==> config.mk <==
export PLATFORM = sky130hd
export DESIGN_NAME = priority_ready_queue_scheduler
export DESIGN_NICKNAME = d
export VERILOG_FILES = /design/src/hw/rtl/prqs_pkg.sv /design/src/hw/rtl/prqs_datapath.sv /design/src/hw/rtl/prqs_ctrl.sv /design/src/hw/rtl/priority_ready_queue_scheduler.sv
export SDC_FILE = /design/constraint.sdc
export NUM_CORES = 2
export LEC_CHECK = 0
export ABC_AREA = 1
export BUFFER_PORTS_ARGS = -buffer_cell sky130_fd_sc_hd__buf_2
export CAP_MARGIN = 40
export CORE_UTILIZATION = 50
export CTS_BUF_LIST = sky130_fd_sc_hd__clkbuf_4 sky130_fd_sc_hd__clkbuf_8 sky130_fd_sc_hd__clkbuf_16
export DETAILED_ROUTE_END_ITERATION = 10
export GPL_ROUTABILITY_DRIVEN = 0
export GPL_TIMING_DRIVEN = 0
export HOLD_SLACK_MARGIN = 0.15
export PLACE_DENSITY_LB_ADDON = 0.15
export SKIP_CTS_REPAIR_TIMING = 1
export SLEW_MARGIN = 20
export SYNTH_ARGS = -nofsm -noshare
export SYNTH_HDL_FRONTEND = slang
export SYNTH_SLANG_ARGS = --single-unit
==> constraint.sdc <==
create_clock -name clk -period 6.4 [get_ports clk]
set_input_delay 1.28 -clock clk [delete_from_list [all_inputs] [get_ports clk]]
set_output_delay 1.28 -clock clk [all_outputs]
set_load 0.02 [all_outputs]
==> src/hw/rtl/prqs_pkg.sv <==
// Shared types and constants for the priority ready queue scheduler.
`timescale 1ns / 1ps
`default_nettype none

package prqs_pkg;

  // Field widths of one tick and of one result.
  localparam int unsigned ID_W       = 16;
  localparam int unsigned RT_W       = 16;
  localparam int unsigned PRIO_W     = 8;
  localparam int unsigned QCOUNT_W   = 5;

  // Default number of ready queue entries.
  localparam int unsigned QUEUE_DEPTH_DEF = 16;

  // Commands from the controller to the datapath.
  typedef struct packed {
    logic load;    // capture the incoming tick
    logic insert;  // place the captured job into the ready queue
    logic tick;    // count down, start the next job, load the result register
  } prqs_cmd_t;

endpackage

`default_nettype wire

==> src/hw/rtl/prqs_datapath.sv <==
// Datapath: sorted ready queue cells, running job state and result register.
`timescale 1ns / 1ps
`default_nettype none

module prqs_datapath #(
  parameter int unsigned QUEUE_DEPTH = prqs_pkg::QUEUE_DEPTH_DEF
) (
  input  wire logic                      clk,
  input  wire logic                      rst,
  input  wire prqs_pkg::prqs_cmd_t       cmd,
  input  wire logic                      arrival_valid,
  input  wire logic [prqs_pkg::ID_W-1:0]   job_id,
  input  wire logic [prqs_pkg::RT_W-1:0]   job_run_time,
  input  wire logic [prqs_pkg::PRIO_W-1:0] job_priority,
  output logic                           done_valid,
  output logic [prqs_pkg::ID_W-1:0]      done_id,
  output logic                           busy_res,
  output logic [prqs_pkg::ID_W-1:0]      running_id,
  output logic [prqs_pkg::QCOUNT_W-1:0]  queue_count,
  output logic                           dropped
);
  import prqs_pkg::*;

  localparam int unsigned LEN_W = $clog2(QUEUE_DEPTH + 1);

  // Captured tick.
  logic              arr_r;
  logic [ID_W-1:0]   id_r;
  logic [RT_W-1:0]   rt_r;
  logic [PRIO_W-1:0] pr_r;

  // Ready queue cells, head at index zero.
  logic [ID_W-1:0]   q_id [QUEUE_DEPTH];
  logic [RT_W-1:0]   q_rt [QUEUE_DEPTH];
  logic [PRIO_W-1:0] q_pr [QUEUE_DEPTH];
  logic [LEN_W-1:0]  len;

  // Running job.
  logic              running;
  logic [RT_W-1:0]   rem;
  logic [ID_W-1:0]   cur_id;
  logic              drop_r;

  logic                   full;
  logic                   do_ins;
  logic [QUEUE_DEPTH-1:0] ins;
  logic                   run_mid;
  logic [RT_W-1:0]        rem_mid;
  logic                   done;
  logic                   start;
  logic                   running_next;
  logic [RT_W-1:0]        rem_next;
  logic [ID_W-1:0]        cur_id_next;
  logic [LEN_W-1:0]       len_after;

  assign full   = (len == LEN_W'(QUEUE_DEPTH));
  assign do_ins = cmd.insert && arr_r && !full;

  // A cell takes part in the insertion when it is empty or less urgent than the new job.
  always_comb begin
    for (int i = 0; i < QUEUE_DEPTH; i++) begin
      ins[i] = (LEN_W'(i) >= len) || (q_pr[i] > pr_r);
    end
  end

  // One tick of the processor: count down, then an idle processor takes the head.
  always_comb begin
    run_mid = running;
    rem_mid = rem;
    done    = 1'b0;
    if (running) begin
      if (rem <= RT_W'(1)) begin
        run_mid = 1'b0;
        rem_mid = '0;
        done    = 1'b1;
      end else begin
        rem_mid = rem - RT_W'(1);
      end
    end
    start        = !run_mid && (len != '0);
    running_next = run_mid || start;
    rem_next     = start ? q_rt[0] : rem_mid;
    cur_id_next  = start ? q_id[0] : cur_id;
    len_after    = len - LEN_W'(start);
  end

  // Each cell keeps, shifts back behind the new job, takes the new job, or shifts forward on a pop.
  for (genvar g = 0; g < QUEUE_DEPTH; g++) begin : g_cell
    always_ff @(posedge clk) begin
      if (do_ins) begin
        if (g > 0 && ins[(g > 0) ? g - 1 : 0]) begin
          q_id[g] <= q_id[(g > 0) ? g - 1 : 0];
          q_rt[g] <= q_rt[(g > 0) ? g - 1 : 0];
          q_pr[g] <= q_pr[(g > 0) ? g - 1 : 0];
        end else if (ins[g]) begin
          q_id[g] <= id_r;
          q_rt[g] <= rt_r;
          q_pr[g] <= pr_r;
        end
      end else if (cmd.tick && start && (g < QUEUE_DEPTH - 1)) begin
        q_id[g] <= q_id[(g < QUEUE_DEPTH - 1) ? g + 1 : g];
        q_rt[g] <= q_rt[(g < QUEUE_DEPTH - 1) ? g + 1 : g];
        q_pr[g] <= q_pr[(g < QUEUE_DEPTH - 1) ? g + 1 : g];
      end
    end
  end

  // Input capture; payload needs no reset.
  always_ff @(posedge clk) begin
    if (cmd.load) begin
      arr_r <= arrival_valid;
      id_r  <= job_id;
      rt_r  <= job_run_time;
      pr_r  <= job_priority;
    end
  end

  // Result register, loaded at the end of each tick.
  always_ff @(posedge clk) begin
    if (cmd.tick) begin
      done_valid  <= done;
      done_id     <= done ? cur_id : '0;
      busy_res    <= running_next;
      running_id  <= running_next ? cur_id_next : '0;
      queue_count <= QCOUNT_W'(len_after);
      dropped     <= drop_r;
    end
  end

  // Queue length, drop flag and running job state.
  always_ff @(posedge clk) begin
    if (rst) begin
      len     <= '0;
      running <= 1'b0;
      rem     <= '0;
      cur_id  <= '0;
      drop_r  <= 1'b0;
    end else begin
      if (cmd.insert) begin
        drop_r <= arr_r && full;
        if (do_ins) begin
          len <= len + LEN_W'(1);
        end
      end
      if (cmd.tick) begin
        running <= running_next;
        rem     <= rem_next;
        cur_id  <= cur_id_next;
        len     <= len_after;
      end
    end
  end

endmodule

`default_nettype wire

==> src/hw/rtl/prqs_ctrl.sv <==
// Controller: sequences capture, insertion and the tick, and owns both handshakes.
`timescale 1ns / 1ps
`default_nettype none

module prqs_ctrl (
  input  wire logic                clk,
  input  wire logic                rst,
  input  wire logic                in_valid,
  output logic                     in_stall,
  output logic                     out_valid,
  input  wire logic                out_stall,
  output prqs_pkg::prqs_cmd_t      cmd
);
  import prqs_pkg::*;

  typedef enum logic [1:0] {
    S_IDLE,
    S_INSERT,
    S_TICK
  } state_t;

  state_t state;
  logic   res_free;

  // The result register may be reloaded when empty or when its transfer completes now.
  assign res_free = !out_valid || !out_stall;
  assign in_stall = (state != S_IDLE);

  // Commands to the datapath.
  always_comb begin
    cmd.load   = (state == S_IDLE) && in_valid;
    cmd.insert = (state == S_INSERT);
    cmd.tick   = (state == S_TICK) && res_free;
  end

  // State and the result valid flag.
  always_ff @(posedge clk) begin
    if (rst) begin
      state     <= S_IDLE;
      out_valid <= 1'b0;
    end else begin
      // In the tick state the valid flag is set below whenever a transfer completes.
      if (out_valid && !out_stall && (state != S_TICK)) begin
        out_valid <= 1'b0;
      end
      case (state)
        S_IDLE: begin
          if (in_valid) begin
            state <= S_INSERT;
          end
        end
        S_INSERT: begin
          state <= S_TICK;
        end
        S_TICK: begin
          if (res_free) begin
            out_valid <= 1'b1;
            state     <= S_IDLE;
          end
        end
        default: begin
          state <= S_IDLE;
        end
      endcase
    end
  end

endmodule

`default_nettype wire

==> src/hw/rtl/priority_ready_queue_scheduler.sv <==
// Top level of the non-preemptive priority scheduler with a sorted ready queue.
//
//   channel | direction | handshake            | payload
//   tick    | in        | in_valid / in_stall  | arrival_valid, job_id, job_run_time, job_priority
//   result  | out       | out_valid / out_stall| done_valid, done_id, busy_res, running_id,
//           |           |                      | queue_count, dropped
//
// A tick passes through capture, insertion into the queue cells, and the
// count-down with the pop of the head, which writes the result register.
// The next tick is captured while the previous result still waits to be taken.
// A stalled result holds the tick state until the result register frees up.
// Synchronous reset empties the queue and leaves the processor idle; no clearing pass.
`timescale 1ns / 1ps
`default_nettype none

module priority_ready_queue_scheduler #(
  parameter int unsigned QUEUE_DEPTH = prqs_pkg::QUEUE_DEPTH_DEF
) (
  input  wire logic                          clk,
  input  wire logic                          rst,
  input  wire logic                          in_valid,
  output logic                               in_stall,
  input  wire logic                          arrival_valid,
  input  wire logic [prqs_pkg::ID_W-1:0]     job_id,
  input  wire logic [prqs_pkg::RT_W-1:0]     job_run_time,
  input  wire logic [prqs_pkg::PRIO_W-1:0]   job_priority,
  output logic                               out_valid,
  input  wire logic                          out_stall,
  output logic                               done_valid,
  output logic [prqs_pkg::ID_W-1:0]          done_id,
  output logic                               busy_res,
  output logic [prqs_pkg::ID_W-1:0]          running_id,
  output logic [prqs_pkg::QCOUNT_W-1:0]      queue_count,
  output logic                               dropped
);
  import prqs_pkg::*;

  prqs_cmd_t cmd;

  // Sequencer.
  prqs_ctrl u_ctrl (
    .clk       (clk),
    .rst       (rst),
    .in_valid  (in_valid),
    .in_stall  (in_stall),
    .out_valid (out_valid),
    .out_stall (out_stall),
    .cmd       (cmd)
  );

  // Queue and processor state.
  prqs_datapath #(
    .QUEUE_DEPTH (QUEUE_DEPTH)
  ) u_dp (
    .clk           (clk),
    .rst           (rst),
    .cmd           (cmd),
    .arrival_valid (arrival_valid),
    .job_id        (job_id),
    .job_run_time  (job_run_time),
    .job_priority  (job_priority),
    .done_valid    (done_valid),
    .done_id       (done_id),
    .busy_res      (busy_res),
    .running_id    (running_id),
    .queue_count   (queue_count),
    .dropped       (dropped)
  );

endmodule

`default_nettype wire

==> metrics.md <==
| Metric | Value |
|---|---|
| Status | finished with violations |
| Failing checks | design-rule violations |
| Setup ws final | 1640 ps |
| Placement Setup Slack | 1820 ps |
| Die area | 90700 µm² |
| First-pass GRT wire length | 204 mm |
| Gr ovfl total | 0 |
| Max Freq | 0.210 GHz |
| CTS sink cnt | 763 |
| Critical path, cell by cell | inv_1 > clkbuf_2 > ha_1 > nand2_1 > nor2_1 > nand4_1 > a21oi_1 > nand3_1 > clkbuf_1 > nand2_2 > buf_16 |
| Syn Area/Cell | 8.05 µm² |
| Layout cell share with drive strength beyond 1 | 0.0852 |
| HP Class | reg2reg |
| Die H | 301 µm |
| Pin count of the biggest net entering global routing | 33 |
| Worst EP required | 6770 ps |
| Critical Path Start Type | flop |
| Drt first pass iters | 9 |
| Area leader, netlist | edfxtp_1 |
| Port buffer count | 86 |
| Clock Tree Buf Depth | 3 |
| Met3 Resource Use GR | 0.0473 |
| Synth area leaders | edfxtp_1 (48%), nand2_1 (17%), nand4_1 (7.5%) |
| EDFF count, synth | 721 |
| Cts bufs inserted | 88 |
| Area fraction of the dominant cell type after synthesis | 0.484 |
| Cell area power density | 253 nW/µm² |
| Final-report hold violation count | 0 |
| Most Crowded Layer GR | met2 |
| Period minus WS final | 4760 ps |
| Finished Core Util | 0.566 |
| Starting Density | 0.505 |
| Clk_lat worst skew | 690 ps |
| Slew @ Worst Pin | 995 ps |
| Peak VDD IR | 231 µV |
| Met2 GRT Util | 0.464 |
| Leading cell type in the layout, fill and taps excluded | nand2_1 |
| Die X | 301 µm |
| Setup CP Type | reg2reg |
| Post-Route WL | 132 mm |
| Routed wire length per instance | 18.9 µm |
| Yosys warnings | 0 |
| Worst hold slack | 430 ps |
| FFs w/ async S/R, synth | 0 |
| FP Rows | 109 |
| Post-route ant nets | 0 |
| Post-synthesis sequential area ratio | 0.503 |
| Mapped Area | 44700 µm² |
| Vias in the first global route | 36606 |
| Max Cap Viol | 0 |
| Fin. max-slew vios | 0 |
| Gr usage total | 0.291 |
| Number of library cell types mapped by synthesis | 37 |
| Met1 usage | 0.406 |
| Syn nets | 5738 |
| DR iter-0 viols | 3938 |
| CP endpoint kind | flop |
| CTS clk-pin slew, worst paths | 60 ps |
| Area Overhead vs Synth | 11.9% |
| Accumulated negative setup slack | 0 ps |
| Max_slew headroom | 0.337 |
| Tcrit/Tclk final | 0.744 |
| I/O pins | 87 |
| Clock Tree Root | clkbuf_16 |
| Crit-path max cell delay | 830 ps |
| Initial antenna violation count | 1 |
| Core Region | 88500 µm² |
| Ys flop type | edfxtp_1 |
| #FFs+latches synth | 763 |
| Slowest CP cell | a21oi_1 |
| Worst-path maximum fanout | 25 |
| Avg Vias per Cell | 5.40 |
| Drc violations | 32 |
| Hold Crit Depth | 0 |
| Skew final | 31.4 ps |
| CTS tree | built |
| Setup violators final | 0 |
| Post-Synthesis Cells | 5558 |
| Nets | 5944 |
| Worst path arrival time | 5130 ps |
| Vias | 37818 |
| RSZ-0062 raised after global routing | false |
| Worst reg2reg path depth | 11 |
| Post-DP HPWL | 107 mm |
| H-tree depth | 3 |
| P_leak | 23.3 nW |
| Most frequent cells in the layout | nand2_1 (1967), edfxtp_1 (721), inv_1 (695), nand3_1 (592), nand4_1 (538) |
power breakdown:
group | internal [mW] | total [mW] | switching [mW]
clock network | 2.90 | 5.01 | 2.11
logic | 0.476 | 1.63 | 1.15
registers | 5.89 | 6.06 | 0.169
total | 9.26 | 12.7 | 3.43
registers in the layout (all words and copies together), names as in the netlist, 8 cells and up:
| signal | count |
|---|---|
| u_dp.id_r | 16 |
| u_dp.rem | 16 |
| u_dp.rt_r | 16 |
| u_dp.cur_id | 16 |
| u_dp.running_id | 16 |
| u_dp.q_id | 256 |
| u_dp.q_pr | 128 |
| u_dp.done_id | 16 |
| u_dp.q_rt | 256 |
| u_dp.pr_r | 8 |
final timing paths:
check	slack, ps	end	start
setup / recovery	1640	u_dp.q_pr[9][2]	u_dp.pr_r[7]
hold / removal	430	u_dp.dropped	u_dp.drop_r
setup reg to reg	1640	u_dp.q_pr[9][2]	u_dp.pr_r[7]
hold reg to reg	430	u_dp.dropped	u_dp.drop_r
critical path: cells and delay by family (launching register included):
| family | cells | cell delay [ps] |
|---|---|---|
| simple gates | 5 | 1370 |
| flops | 1 | 440 |
| buf+inv | 4 | 1500 |
| compound gates | 1 | 830 |
| fa+ha+maj | 1 | 270 |
layer usage:
layer	wire, µm	part of all wire	up-vias
met3	10700	0.081	180
li1	-	-	19031
met5	115	0.00087	-
met2	59300	0.45	1400
met1	58500	0.44	17205
met4	3620	0.027	2
cell usage after synthesis (11+ instances only):
library cell	n
nand2_1	1971
edfxtp_1	721
inv_1	695
nand3_1	602
nand4_1	538
clkbuf_1	233
o21ai_0	158
buf_2	150
ha_1	135
nor2_1	84
a21oi_1	77
dfxtp_1	42
buf_4	19
o21ai_1	16
o22ai_1	16
a21o_1	15
xor2_1	12
inv_2	11
per-stage QoR:
stage               std cells  total power [mW]  cell area (µm²)
floorplan                5558              7.17            44700
global placement         6809              7.66            46600
detailed placement       6837              7.75            47200
CTS                      6996              12.7            50100
global route             6998              13.1            50100
finish                   7002              12.7            50100
area by class of cell:
cell class,instances,area [µm²]
clock inverter,48,375
multi-input combinational,3667,17800
tap,1165,1460
buffer,422,1920
sequential,763,22500
inverter,706,2650
clock buffer,111,2480
antenna,4,10.0
timing repair buffer,116,936
fill,8349,38400
kinds of logic (layout without fill, tap and decap cells):
group,count (synthesis),after routing,share of synthesized area
AND/OR/NAND/NOR,3220,3220,0.319
buffers and inverters,1128,1403,0.102
flip-flops,763,763,0.503
AO/OA/AOI/OAI,298,298,0.0357
adder cells (fa/ha/maj),135,135,0.0378
XOR/XNOR,14,14,0.00274
other,0,4,0
Power figures use the tool's default switching activity.
